### config.mk
export PLATFORM = sky130hd
export DESIGN_NAME = prescaled_reload_timer_bank
export DESIGN_NICKNAME = d
export VERILOG_FILES = /design/src/sv/prtb_pkg.sv /design/src/sv/prtb_addr_dec.sv /design/src/sv/prtb_rem_unit.sv /design/src/sv/prescaled_reload_timer_bank.sv
export SDC_FILE = /design/constraint.sdc
export NUM_CORES = 1
export LEC_CHECK = 0
export CORE_UTILIZATION = 49
export DETAILED_ROUTE_END_ITERATION = 8
export DONT_BUFFER_PORTS = 1
export PLACE_DENSITY = 0.65
export SETUP_SLACK_MARGIN = 0.2
export SKIP_CTS_REPAIR_TIMING = 1
export SLEW_MARGIN = 40
export SYNTH_ARGS = -nofsm -noshare
export SYNTH_HDL_FRONTEND = slang
export SYNTH_SLANG_ARGS = --single-unit
### constraint.sdc
create_clock -name clk -period 6.2 [get_ports clk]
set_clock_uncertainty 0.2 [all_clocks]
set_input_delay 1.24 -clock clk [delete_from_list [all_inputs] [get_ports clk]]
set_output_delay 1.24 -clock clk [all_outputs]
set_load 0.01 [all_outputs]
### src/sv/prtb_pkg.sv
// Shared types and constants for the prescaled reload timer bank.
// No dependencies; used by prtb_addr_dec, prtb_rem_unit and the top level.
`default_nettype none

package prtb_pkg;

  // Fixed widths of the bus fields and of the per-timer state.
  localparam int unsigned ADDR_W  = 8;
  localparam int unsigned BYTE_W  = 8;
  localparam int unsigned CYC_W   = 16;
  localparam int unsigned CNT_W   = 16;
  localparam int unsigned DVS_W   = CNT_W + 1;
  localparam int unsigned CTRL_W  = 32;
  localparam int unsigned PRE_W   = 10;
  localparam int unsigned ACC_W   = CYC_W + 1;
  localparam int unsigned IRQ_W   = 3;
  localparam int unsigned DIN_W   = 32;
  localparam int unsigned DOUT_W  = 16;
  localparam int unsigned MODE_W  = 2;

  // Item kinds carried in tuser.
  localparam logic [MODE_W-1:0] MODE_READ  = 2'd0;
  localparam logic [MODE_W-1:0] MODE_WRITE = 2'd1;
  localparam logic [MODE_W-1:0] MODE_TICK  = 2'd2;

  // Word offsets within one timer block.
  localparam logic [1:0] WORD_PERIOD  = 2'd0;
  localparam logic [1:0] WORD_COUNT   = 2'd1;
  localparam logic [1:0] WORD_CONTROL = 2'd2;

  // Register selection decoded from a byte address.
  typedef struct packed {
    logic       mapped;
    logic [1:0] word;
    logic [1:0] lane;
  } reg_sel_t;

  // Request to the shared remainder unit.
  typedef struct packed {
    logic             start;
    logic [CNT_W-1:0] dividend;
    logic [DVS_W-1:0] divisor;
  } rem_req_t;

endpackage

`default_nettype wire

### src/sv/prtb_addr_dec.sv
// Byte address decoder: splits an address into timer index, word and byte lane.
// Depends on prtb_pkg for the selection struct.
`default_nettype none

module prtb_addr_dec #(
  parameter int NUM_TIMERS  = 3,
  parameter int BLOCK_BYTES = 16,
  parameter int IDX_W       = 2
) (
  input  wire logic [prtb_pkg::ADDR_W-1:0] address,
  output logic [IDX_W-1:0]                 idx,
  output prtb_pkg::reg_sel_t               sel
);

  logic [3:0] blk;
  logic [9:0] off;
  logic [5:0] local_off;

  // The block number is the count of block boundaries at or below the address.
  always_comb begin
    blk = '0;
    for (int k = 1; k <= NUM_TIMERS; k++) begin
      if ({2'b00, address} >= 10'(k * BLOCK_BYTES)) begin
        blk = blk + 4'd1;
      end
    end
    off       = {2'b00, address} - 10'(32'(blk) * BLOCK_BYTES);
    local_off = off[5:0];
    idx        = blk[IDX_W-1:0];
    sel.lane   = local_off[1:0];
    sel.word   = local_off[3:2];
    sel.mapped = (32'(blk) < NUM_TIMERS) && (local_off[5:2] < 4'd3);
  end

endmodule

`default_nettype wire

### src/sv/prtb_rem_unit.sv
// Iterative restoring remainder unit, one quotient bit per cycle.
// Depends on prtb_pkg for widths and the request struct.
`default_nettype none

module prtb_rem_unit (
  input  wire logic                       clk,
  input  wire logic                       rst,
  input  wire prtb_pkg::rem_req_t         req,
  output logic                            done,
  output logic [prtb_pkg::CNT_W-1:0]      rem
);

  localparam int unsigned CNT_BITS = $clog2(prtb_pkg::CNT_W + 1);

  logic [prtb_pkg::CNT_W-1:0] shreg;
  logic [prtb_pkg::DVS_W-1:0] divisor;
  logic [CNT_BITS-1:0]        steps;
  logic                       busy;
  logic [prtb_pkg::DVS_W-1:0] trial;
  logic [prtb_pkg::DVS_W:0]   diff;

  // The partial remainder stays below the divisor, so it fits the count width.
  always_comb begin
    trial = {rem, shreg[prtb_pkg::CNT_W-1]};
    diff  = {1'b0, trial} - {1'b0, divisor};
  end

  always_ff @(posedge clk) begin
    if (rst) begin
      busy  <= 1'b0;
      done  <= 1'b0;
      steps <= '0;
    end else begin
      done <= 1'b0;
      if (req.start) begin
        busy    <= 1'b1;
        steps   <= CNT_BITS'(prtb_pkg::CNT_W);
        shreg   <= req.dividend;
        divisor <= req.divisor;
        rem     <= '0;
      end else if (busy) begin
        shreg <= {shreg[prtb_pkg::CNT_W-2:0], 1'b0};
        if (!diff[prtb_pkg::DVS_W]) begin
          rem <= diff[prtb_pkg::CNT_W-1:0];
        end else begin
          rem <= trial[prtb_pkg::CNT_W-1:0];
        end
        steps <= steps - 1'b1;
        if (steps == CNT_BITS'(1)) begin
          busy <= 1'b0;
          done <= 1'b1;
        end
      end
    end
  end

endmodule

`default_nettype wire

### src/sv/prescaled_reload_timer_bank.sv
// Top level of the prescaled reload timer bank: sequencer, timer state and stream ports.
// Depends on prtb_pkg, prtb_addr_dec and prtb_rem_unit.
//
//  Channel | Signals                          | Contents (lowest bit first)
//  --------+----------------------------------+-----------------------------------------
//  in      | s_tvalid s_tready s_tdata s_tuser | tuser: mode; tdata: address, write_byte,
//          |                                  |        elapsed_cycles
//  out     | m_tvalid m_tready m_tdata        | tdata: read_byte, irq_raised, zero fill
//
// Every input beat gives one output beat. A byte read or write goes through the access state
// to the final state; a tick visits each timer in the prepare state, passes a running one on
// to the compare state and an expiring one on to the divide state, as the reload wrap is a
// remainder worked out by the shared unit one bit per cycle. The bank is not ready while a
// beat is in work; a stalled result only holds the next beat in its final state.
// Reset clears all timer state, the sequencer and the output valid.
`default_nettype none

module prescaled_reload_timer_bank #(
  parameter int NUM_TIMERS  = 3,
  parameter int BLOCK_BYTES = 16,
  parameter int ENABLE_BIT  = 2,
  parameter int CYCLE_BITS  = 16
) (
  input  wire logic                         clk,
  input  wire logic                         rst,
  input  wire logic                         s_tvalid,
  output logic                              s_tready,
  // address [7:0], write_byte [15:8], elapsed_cycles [31:16]
  input  wire logic [prtb_pkg::DIN_W-1:0]   s_tdata,
  // mode [1:0]
  input  wire logic [prtb_pkg::MODE_W-1:0]  s_tuser,
  output logic                              m_tvalid,
  input  wire logic                         m_tready,
  // read_byte [7:0], irq_raised [10:8], zero [15:11]
  output logic [prtb_pkg::DOUT_W-1:0]       m_tdata
);

  localparam int IDX_W = (NUM_TIMERS > 1) ? $clog2(NUM_TIMERS) : 1;
  localparam logic [prtb_pkg::CYC_W-1:0] CYC_MASK =
    (CYCLE_BITS >= 16) ? 16'hFFFF : 16'((32'd1 << CYCLE_BITS) - 32'd1);

  typedef enum logic [5:0] {
    ST_IDLE   = 6'b000001,
    ST_ACCESS = 6'b000010,
    ST_PREP   = 6'b000100,
    ST_CMP    = 6'b001000,
    ST_DIV    = 6'b010000,
    ST_FIN    = 6'b100000
  } state_t;

  state_t state;

  // Per-timer architectural state.
  logic [prtb_pkg::CNT_W-1:0]  period  [NUM_TIMERS];
  logic [prtb_pkg::CNT_W-1:0]  count   [NUM_TIMERS];
  logic [prtb_pkg::CTRL_W-1:0] control [NUM_TIMERS];
  logic [prtb_pkg::PRE_W-1:0]  accum   [NUM_TIMERS];

  // Registers of the beat in work.
  logic [IDX_W-1:0]                cur;
  logic [prtb_pkg::MODE_W-1:0]     mode;
  prtb_pkg::reg_sel_t              sel;
  logic [prtb_pkg::BYTE_W-1:0]     wbyte;
  logic [prtb_pkg::CYC_W-1:0]      cycles;
  logic [prtb_pkg::CNT_W-1:0]      ticks;
  logic [prtb_pkg::BYTE_W-1:0]     rd;
  logic [prtb_pkg::IRQ_W-1:0]      irq;

  // Decoder and remainder unit connections.
  logic [IDX_W-1:0]           dec_idx;
  prtb_pkg::reg_sel_t         dec_sel;
  prtb_pkg::rem_req_t         rem_req;
  logic                       rem_done;
  logic [prtb_pkg::CNT_W-1:0] rem_val;

  // Combinational views of the selected timer.
  logic [prtb_pkg::CNT_W-1:0]  cur_period;
  logic [prtb_pkg::CNT_W-1:0]  cur_count;
  logic [prtb_pkg::CTRL_W-1:0] cur_ctrl;
  logic [prtb_pkg::PRE_W-1:0]  cur_accum;
  logic [prtb_pkg::CTRL_W-1:0] word_val;
  logic [prtb_pkg::BYTE_W-1:0] read_val;
  logic [prtb_pkg::CTRL_W-1:0] ctrl_wr;
  logic                        en_rise;
  logic [prtb_pkg::ACC_W-1:0]  acc;
  logic [prtb_pkg::CNT_W-1:0]  ticks_next;
  logic [prtb_pkg::PRE_W-1:0]  accum_next;
  logic                        running;
  logic                        expire;
  logic                        last_timer;
  logic                        out_free;

  prtb_addr_dec #(
    .NUM_TIMERS  (NUM_TIMERS),
    .BLOCK_BYTES (BLOCK_BYTES),
    .IDX_W       (IDX_W)
  ) u_dec (
    .address (s_tdata[7:0]),
    .idx     (dec_idx),
    .sel     (dec_sel)
  );

  prtb_rem_unit u_rem (
    .clk  (clk),
    .rst  (rst),
    .req  (rem_req),
    .done (rem_done),
    .rem  (rem_val)
  );

  assign s_tready   = (state == ST_IDLE);
  assign out_free   = !m_tvalid || m_tready;
  assign last_timer = (32'(cur) == NUM_TIMERS - 1);

  always_comb begin
    cur_period = period[cur];
    cur_count  = count[cur];
    cur_ctrl   = control[cur];
    cur_accum  = accum[cur];

    // Period and count are sixteen bits wide, so their upper lanes read as zero.
    unique case (sel.word)
      prtb_pkg::WORD_PERIOD:  word_val = {16'h0000, cur_period};
      prtb_pkg::WORD_COUNT:   word_val = {16'h0000, cur_count};
      prtb_pkg::WORD_CONTROL: word_val = cur_ctrl;
      default:                word_val = '0;
    endcase
    case (sel.lane)
      2'd0:    read_val = word_val[7:0];
      2'd1:    read_val = word_val[15:8];
      2'd2:    read_val = word_val[23:16];
      default: read_val = word_val[31:24];
    endcase

    ctrl_wr = cur_ctrl;
    case (sel.lane)
      2'd0:    ctrl_wr[7:0]   = wbyte;
      2'd1:    ctrl_wr[15:8]  = wbyte;
      2'd2:    ctrl_wr[23:16] = wbyte;
      default: ctrl_wr[31:24] = wbyte;
    endcase
    en_rise = !cur_ctrl[ENABLE_BIT] && ctrl_wr[ENABLE_BIT];

    // Prescaler: the divisors are powers of two, so whole ticks are a shift of the
    // accumulated cycles and the carried remainder is the bits shifted out.
    acc = prtb_pkg::ACC_W'(cur_accum) + prtb_pkg::ACC_W'(cycles);
    case (cur_ctrl[1:0])
      2'd1: begin
        ticks_next = {4'b0000, acc[16:5]};
        accum_next = {5'b00000, acc[4:0]};
      end
      2'd2: begin
        ticks_next = {8'h00, acc[16:9]};
        accum_next = {1'b0, acc[8:0]};
      end
      default: begin
        ticks_next = acc[16:1];
        accum_next = {9'b000000000, acc[0]};
      end
    endcase

    running = cur_ctrl[ENABLE_BIT] && (cur_period != '0);
    expire  = ticks > cur_count;

    // Ticks left after the first expiry wrap modulo period plus one.
    rem_req.start    = (state == ST_CMP) && expire;
    rem_req.dividend = ticks - cur_count - 1'b1;
    rem_req.divisor  = {1'b0, cur_period} + 1'b1;
  end

  always_ff @(posedge clk) begin
    if (rst) begin
      state    <= ST_IDLE;
      m_tvalid <= 1'b0;
      cur      <= '0;
      for (int i = 0; i < NUM_TIMERS; i++) begin
        period[i]  <= '0;
        count[i]   <= '0;
        control[i] <= '0;
        accum[i]   <= '0;
      end
    end else begin
      // The final state raises the valid itself, so the clear is left out there.
      if (m_tvalid && m_tready && state != ST_FIN) begin
        m_tvalid <= 1'b0;
      end
      unique case (state)
        ST_IDLE: begin
          if (s_tvalid) begin
            mode   <= s_tuser;
            sel    <= dec_sel;
            wbyte  <= s_tdata[15:8];
            cycles <= s_tdata[31:16] & CYC_MASK;
            rd     <= '0;
            irq    <= '0;
            if (s_tuser == prtb_pkg::MODE_READ || s_tuser == prtb_pkg::MODE_WRITE) begin
              cur   <= dec_idx;
              state <= ST_ACCESS;
            end else if (s_tuser == prtb_pkg::MODE_TICK) begin
              cur   <= '0;
              state <= ST_PREP;
            end else begin
              state <= ST_FIN;
            end
          end
        end
        ST_ACCESS: begin
          if (sel.mapped) begin
            if (mode == prtb_pkg::MODE_READ) begin
              rd <= read_val;
            end else begin
              unique case (sel.word)
                prtb_pkg::WORD_PERIOD: begin
                  if (sel.lane == 2'd0) period[cur][7:0]  <= wbyte;
                  if (sel.lane == 2'd1) period[cur][15:8] <= wbyte;
                end
                prtb_pkg::WORD_COUNT: begin
                  if (sel.lane == 2'd0) count[cur][7:0]  <= wbyte;
                  if (sel.lane == 2'd1) count[cur][15:8] <= wbyte;
                end
                prtb_pkg::WORD_CONTROL: begin
                  control[cur] <= ctrl_wr;
                  accum[cur]   <= '0;
                  if (en_rise) begin
                    count[cur] <= cur_period;
                  end
                end
                default: ;
              endcase
            end
          end
          state <= ST_FIN;
        end
        ST_PREP: begin
          if (running) begin
            ticks      <= ticks_next;
            accum[cur] <= accum_next;
            state      <= ST_CMP;
          end else if (last_timer) begin
            state <= ST_FIN;
          end else begin
            cur <= cur + 1'b1;
          end
        end
        ST_CMP: begin
          if (expire) begin
            // Only the first three timers have a place in the interrupt field.
            for (int b = 0; b < prtb_pkg::IRQ_W; b++) begin
              if (32'(cur) == b) begin
                irq[b] <= 1'b1;
              end
            end
            state <= ST_DIV;
          end else begin
            count[cur] <= cur_count - ticks;
            if (last_timer) begin
              state <= ST_FIN;
            end else begin
              cur   <= cur + 1'b1;
              state <= ST_PREP;
            end
          end
        end
        ST_DIV: begin
          if (rem_done) begin
            count[cur] <= cur_period - rem_val;
            if (last_timer) begin
              state <= ST_FIN;
            end else begin
              cur   <= cur + 1'b1;
              state <= ST_PREP;
            end
          end
        end
        ST_FIN: begin
          if (out_free) begin
            m_tvalid <= 1'b1;
            state    <= ST_IDLE;
          end
        end
        default: state <= ST_IDLE;
      endcase
    end
  end

  // Result payload is loaded as the sequencer leaves its final state.
  always_ff @(posedge clk) begin
    if (state == ST_FIN && out_free) begin
      m_tdata <= {5'b00000, irq, rd};
    end
  end

endmodule

`default_nettype wire

======== Word-level counts from Yosys, hierarchy flattened ========
Memories as Yosys holds them, arrays and structs flattened. A register that Yosys moved wholly into a read port is not among the register bits.
Index checks and enable logic that the tools add are counted.
word-level totals
  bits in registers ....................... 134
  RAM bits ................................ 219
  input port bits ......................... 38
  output and inout bits ................... 18
  word-level logic and storage cells ...... 254
  memories ................................ 4
cells by class
  add/sub/neg operators ................... 12
  order comparisons ....................... 6
  equality and inequality tests ........... 31
  muxes and demuxes ....................... 132
  bitwise logic cells ..................... 9
  reductions and logical operators ........ 38
memory list
  memory   depth  bits a word  read ports  clocked after Yosys merged registers in  wr ports  line                               source
  control  3      32           1           1                                        3         prescaled_reload_timer_bank.sv:56  logic [prtb_pkg::CTRL_W-1:0] control [NUM_TIMERS];
  count    3      16           1           1                                        3         prescaled_reload_timer_bank.sv:55  logic [prtb_pkg::CNT_W-1:0] count [NUM_TIMERS];
  period   3      16           1           1                                        3         prescaled_reload_timer_bank.sv:54  logic [prtb_pkg::CNT_W-1:0] period [NUM_TIMERS];
  accum    3      9            1           1                                        3         prescaled_reload_timer_bank.sv:57  logic [prtb_pkg::PRE_W-1:0] accum [NUM_TIMERS];
operators with widths
  cell                                                  number
  2-to-1 mux 8 bit                                      13
  2-to-1 mux 16 bit                                     6
  case mux 32 bit (3 select lines)                      1
  2-to-1 mux 1 bit                                      66
  2-to-1 mux 6 bit                                      9
  subtractor 16 bit                                     3
  2-to-1 mux 2 bit                                      21
  case mux 6 bit (6 select lines)                       1
  2-to-1 mux 32 bit                                     1
  case mux 16 bit (2 select lines)                      1
  OR reduction 16 bit                                   2
  OR reduction 32 bit                                   1
  case mux 8 bit (3 select lines)                       1
  AND reduction 5 bit                                   4
  2-to-1 mux 9 bit                                      2
  case mux 9 bit (2 select lines)                       1
  subtractor 17 x 17 -> 18 bit                          1
  adder 10 x 16 -> 17 bit                               1
  adder 16 x 1 -> 17 bit (second input constant)        1
  >= comparator 8 x 6 -> 1 bit (second input constant)  2
  greater-than comparator 16 bit                        1
  inequality test 2 bit (second input constant)         8
  case mux 8 bit (2 select lines)                       1
  nonzero test 16 bit                                   1
  other kinds (41)                                      79

======== Depth between registers and ports, before layout ========
  depth after elaboration ................. 15
  gate-level depth with buffers ........... 18
  depth with buffers taken out ............ 13

======== By module ========
Synthesis repeated with hierarchy kept, for this count alone.
second synthesis, totals
  cell total of the unflattened synthesis .. 1999
  area total of the unflattened synthesis .. 23722.8 um^2
modules (own cells, without submodules)
  module                       instances  cells each  area each (um^2)  sequential area each (um^2)
  prescaled_reload_timer_bank  1          1687        20193.1           11060.6
  prtb_rem_unit                1          287         3334.4            1611.5
  prtb_addr_dec                1          25          195.2             0.0

======== Least setup slack after synthesis ========
OpenSTA, ideal clock, no wires.
  path type ............................... register to register
  start ................................... register (tool-made name)
  end ..................................... register u_rem.rem[0] in the netlist's numbering, enable pin
  library setup time ...................... 0.421 ns
  data arrival time ....................... 5.218 ns
  data required time ...................... 5.579 ns
  setup slack ............................. 0.362 ns
  cell stages (with the launch flop) ...... 18
  path buffers ............................ 5
  period minus slack after synthesis ...... 5.838 ns
  path through ............................ dfxtp_1 buf_6 buf_6 buf_2 buf_2 mux4_2 inv_1 ha_1 inv_1 fa_1 a211oi_2 o21ai_1 a2111oi_4 or3_1 and3_1 buf_2 nor2_1 nor2_1
RTL lines
  element               line                 source
  to (signal assigned)  prtb_rem_unit.sv:44  rem <= diff[prtb_pkg::CNT_W-1:0];
  to (signal assigned)  prtb_rem_unit.sv:46  rem <= trial[prtb_pkg::CNT_W-1:0];
  to (decl)             prtb_rem_unit.sv:10  output logic [prtb_pkg::CNT_W-1:0] rem

==> impl_metrics.yaml <==
critical_path:
  worstPathRequired_ps: 6240
  crit_fanout: 18
  cp-end-kind: "register"
  critPathMostFrequentCell: "inv_1"
  critPathLaunchType: "register"
  criticalPathCategory: "reg -> reg"
  crit_arrival_ps: 4970
  crit_chain: "mux4_2 > inv_1 > ha_1 > inv_1 > fa_1 > a211oi_2 > o21ai_1 > a2111oi_4 > nor3_1 > o211ai_2 > o2111ai_2 > nand2_2 > nand2_1"
  max_stage_delay_ps: 580
  crit_slowest_cell: "mux4_2"
route:
  wirelength_um: 59510
  drc: 0
  vias: 15160
  drt_iter0_markers: 1535
  antenna_left: 0
  drtPass1Iterations: 5
  route.detailed.wl_per_inst_um: 23.66
  routed_via_density: 6.028
clock_tree:
  htree_levels: 2
  clk_pin_slew_ps: 60
  root_buffer: "clkbuf_16"
  cts_buffers: 48
  clock_path_buffers: 3
  cts_tree: "built"
  clk_latency_ps: 600
  clock-sinks: 428
placed_design:
  io_buffers: 0
  gp_congestion: 0.9253
  post-place-ws_ps: 1361
  place_area_um2: 23430
  hpwl_um: 41210
cells_and_area:
  multi_input_area_um2: 9215
  final_nets: 2003
  fillers: 3845
  register_area_um2: 12680
  area_growth_pct: 9.681
  final_cell_area_um2: 25060
  final_layout_size_suffix_gt1_share_pct: 11.45
global_routing:
  grt_pass1_vias: 15050
  grt.overflow.total: 0
  track_usage_pct: 25.63
  grt_max_degree: 58
  antenna_found_initial: 2
  grt_pass1_wl_um: 90560
power_and_ir_drop:
  power_leakage_uw: 0.009951
  total_power_uw: 8045
  vdd_drop_max_uv: 261.5
  p_per_area_nw_per_um2: 321.0
synthesis:
  synth_compound_area_share_pct: 8.482
  synth-edff-count: 410
  synth_mux_area_share_pct: 10.85
  async_flop_share_pct: 0
  yosys.cell_types.count: 85
  synth_fa_ha_area_share_pct: 4.950
  synth_ff_type: "edfxtp_1"
  yosysTopAreaCellShare_pct: 53.88
  syn_area_um2: 22850
  ys_top_cells_by_area: "edfxtp_1 54%, mux4_2 7.2%, ha_1 4.6%"
  synthMostInstantiatedCell: "edfxtp_1"
  synthTopCellsByCount: "410 x edfxtp_1, 241 x nor2_1, 145 x inv_1, 121 x nand2_1, 84 x ha_1"
  yosys.area_share.simple_pct: 12.98
  synth_top_family_by_area: "simple AND/OR/NAND/NOR gates"
  synthXorXnorAreaFrac_pct: 2.875
  synth_top_area_cell: "edfxtp_1"
  ys_warn_count: 0
  synthCells: 1895
  seq_area_frac_synth_pct: 55.46
  synth-seq-cells: 428
  avgSynthCellArea_um2: 12.06
sta:
  tightest_slew_ps: 926.8
  setup_viol: 0
  setup_tns_ps: 0
  min_period_ps: 4930
  layout_setup_ws_ps: 1270
  hold_viol_final: 0
  drv_slew: 0
  rsz0062_at_grt: "false"
  fmax_ghz: 0.2028
  post-route-period-util_pct: 79.52
  max_slew_margin_pct: 37.41
die:
  initial_core_util_pct: 50.03
  dieHeight_um: 218.0
  die_width_um: 218.0
  die-area_um2: 47500
  pin_count: 56
  core-area_um2: 45670
  rows: 78
hold_path:
  hp-class: "reg -> reg"
job:
  max_cap_violations: 0
outcome:
  outcome: "complete, no violations"
where the power goes:
part / internal (µW) / switching [µW] / leakage, µW
registers: 3290 / 81.0 / 0.00415
logic: 633 / 1100 / 0.00501
clock network: 1750 / 1190 / 0.000787
stage by stage:
stage               util [%]  hold WS, ps  cells
finish                 54.87        221.7   2515
global route           54.87        226.1   2514
CTS                    54.83        220.4   2512
detailed placement     51.30        206.2   2426
global placement       51.27        206.7   2426
floorplan                  -        200.3   1899
worst paths after layout:
path	from	endpoint	slack, ps	cells past startpoint
min	irq[2]$_DFFE_PP_	m_tdata[10]$_DFFE_PP_	220	0
max reg2reg	register	count[2][15]$_SDFFCE_PN0P_	1270	13
min reg2reg	irq[2]$_DFFE_PP_	m_tdata[10]$_DFFE_PP_	220	0
max	register	count[2][15]$_SDFFCE_PN0P_	1270	13
area by class of cell:
class | count | share of cell area [%]
clock inverters | 31 | 1.533
flip-flops and latches | 428 | 50.59
well taps | 600 | 2.995
multi-input cells | 1223 | 36.77
inverters | 145 | 2.172
diodes | 2 | 0.01997
clock buffers | 55 | 4.897
repair buffers | 31 | 1.023
cell usage in the layout (no fill, tap or decap), types with 6 or more instances in the layout:
master and n:
nand2_2 6, and2_1 29, nor3_1 25, o211ai_1 9, inv_1 145, a21o_1 31, edfxtp_1 410, o21ai_1 6
or3_1 11, nand3_1 26, clkinv_1 11, nor2_1 240, o21ai_0 63, nand2b_1 16, nand4_1 7, nand2_1 121
xor2_1 20, a31oi_1 7, o21a_1 16, mux2i_1 80, bufinv_16 8, xnor2_1 55, nor2b_1 13, o221ai_1 7
a21oi_1 67, nand3b_1 6, o21bai_1 9, and3_1 73, dfxtp_1 16, clkbuf_16 48, a222oi_1 8, clkinv_2 9
buf_4 28, or2_2 6, clkbuf_1 7, ha_1 84, a211oi_1 9, mux4_2 73
sequential cells by signal, summed over array words and instances, names as in the netlist, 5 cells and up, named ones only:
| signal | count |
|---|---|
| wbyte | 8 |
| ticks | 16 |
| count | 64 |
| u_rem.rem | 16 |
| rd | 8 |
| control | 128 |
| cycles | 16 |
| m_tdata | 11 |
| sel | 5 |
| u_rem.shreg | 16 |
| u_rem.steps | 5 |
| period | 64 |
| state | 6 |
| u_rem.divisor | 17 |
| accum | 36 |
critical path: cells and delay by family, from the launching register on:
kind / cells / cell delay, ps
AND/OR/NAND/NOR: 3 / 760
buffers and inverters: 2 / 130
adder cells (fa/ha/maj): 2 / 630
multiplexers: 1 / 580
flip-flops: 1 / 570
AO/OA/AOI/OAI: 5 / 1680
cell families after synthesis:
family | count (synthesis)
compound gates | 287
xor+xnor | 75
fa+ha+maj | 88
buf+inv | 248
flops | 428
mux | 156
other cells | 1
simple gates | 612
layer usage:
layer  vias up  part of all wire (%)  track usage, %
li1       6913                     -               -
met1      7472                    42           34.59
met2       632                    46           40.40
met3       143                   8.2           5.202
met4         0                   3.7           10.56
met5         -                     0               0
No activity file was read; power rests on OpenSTA's default activity.
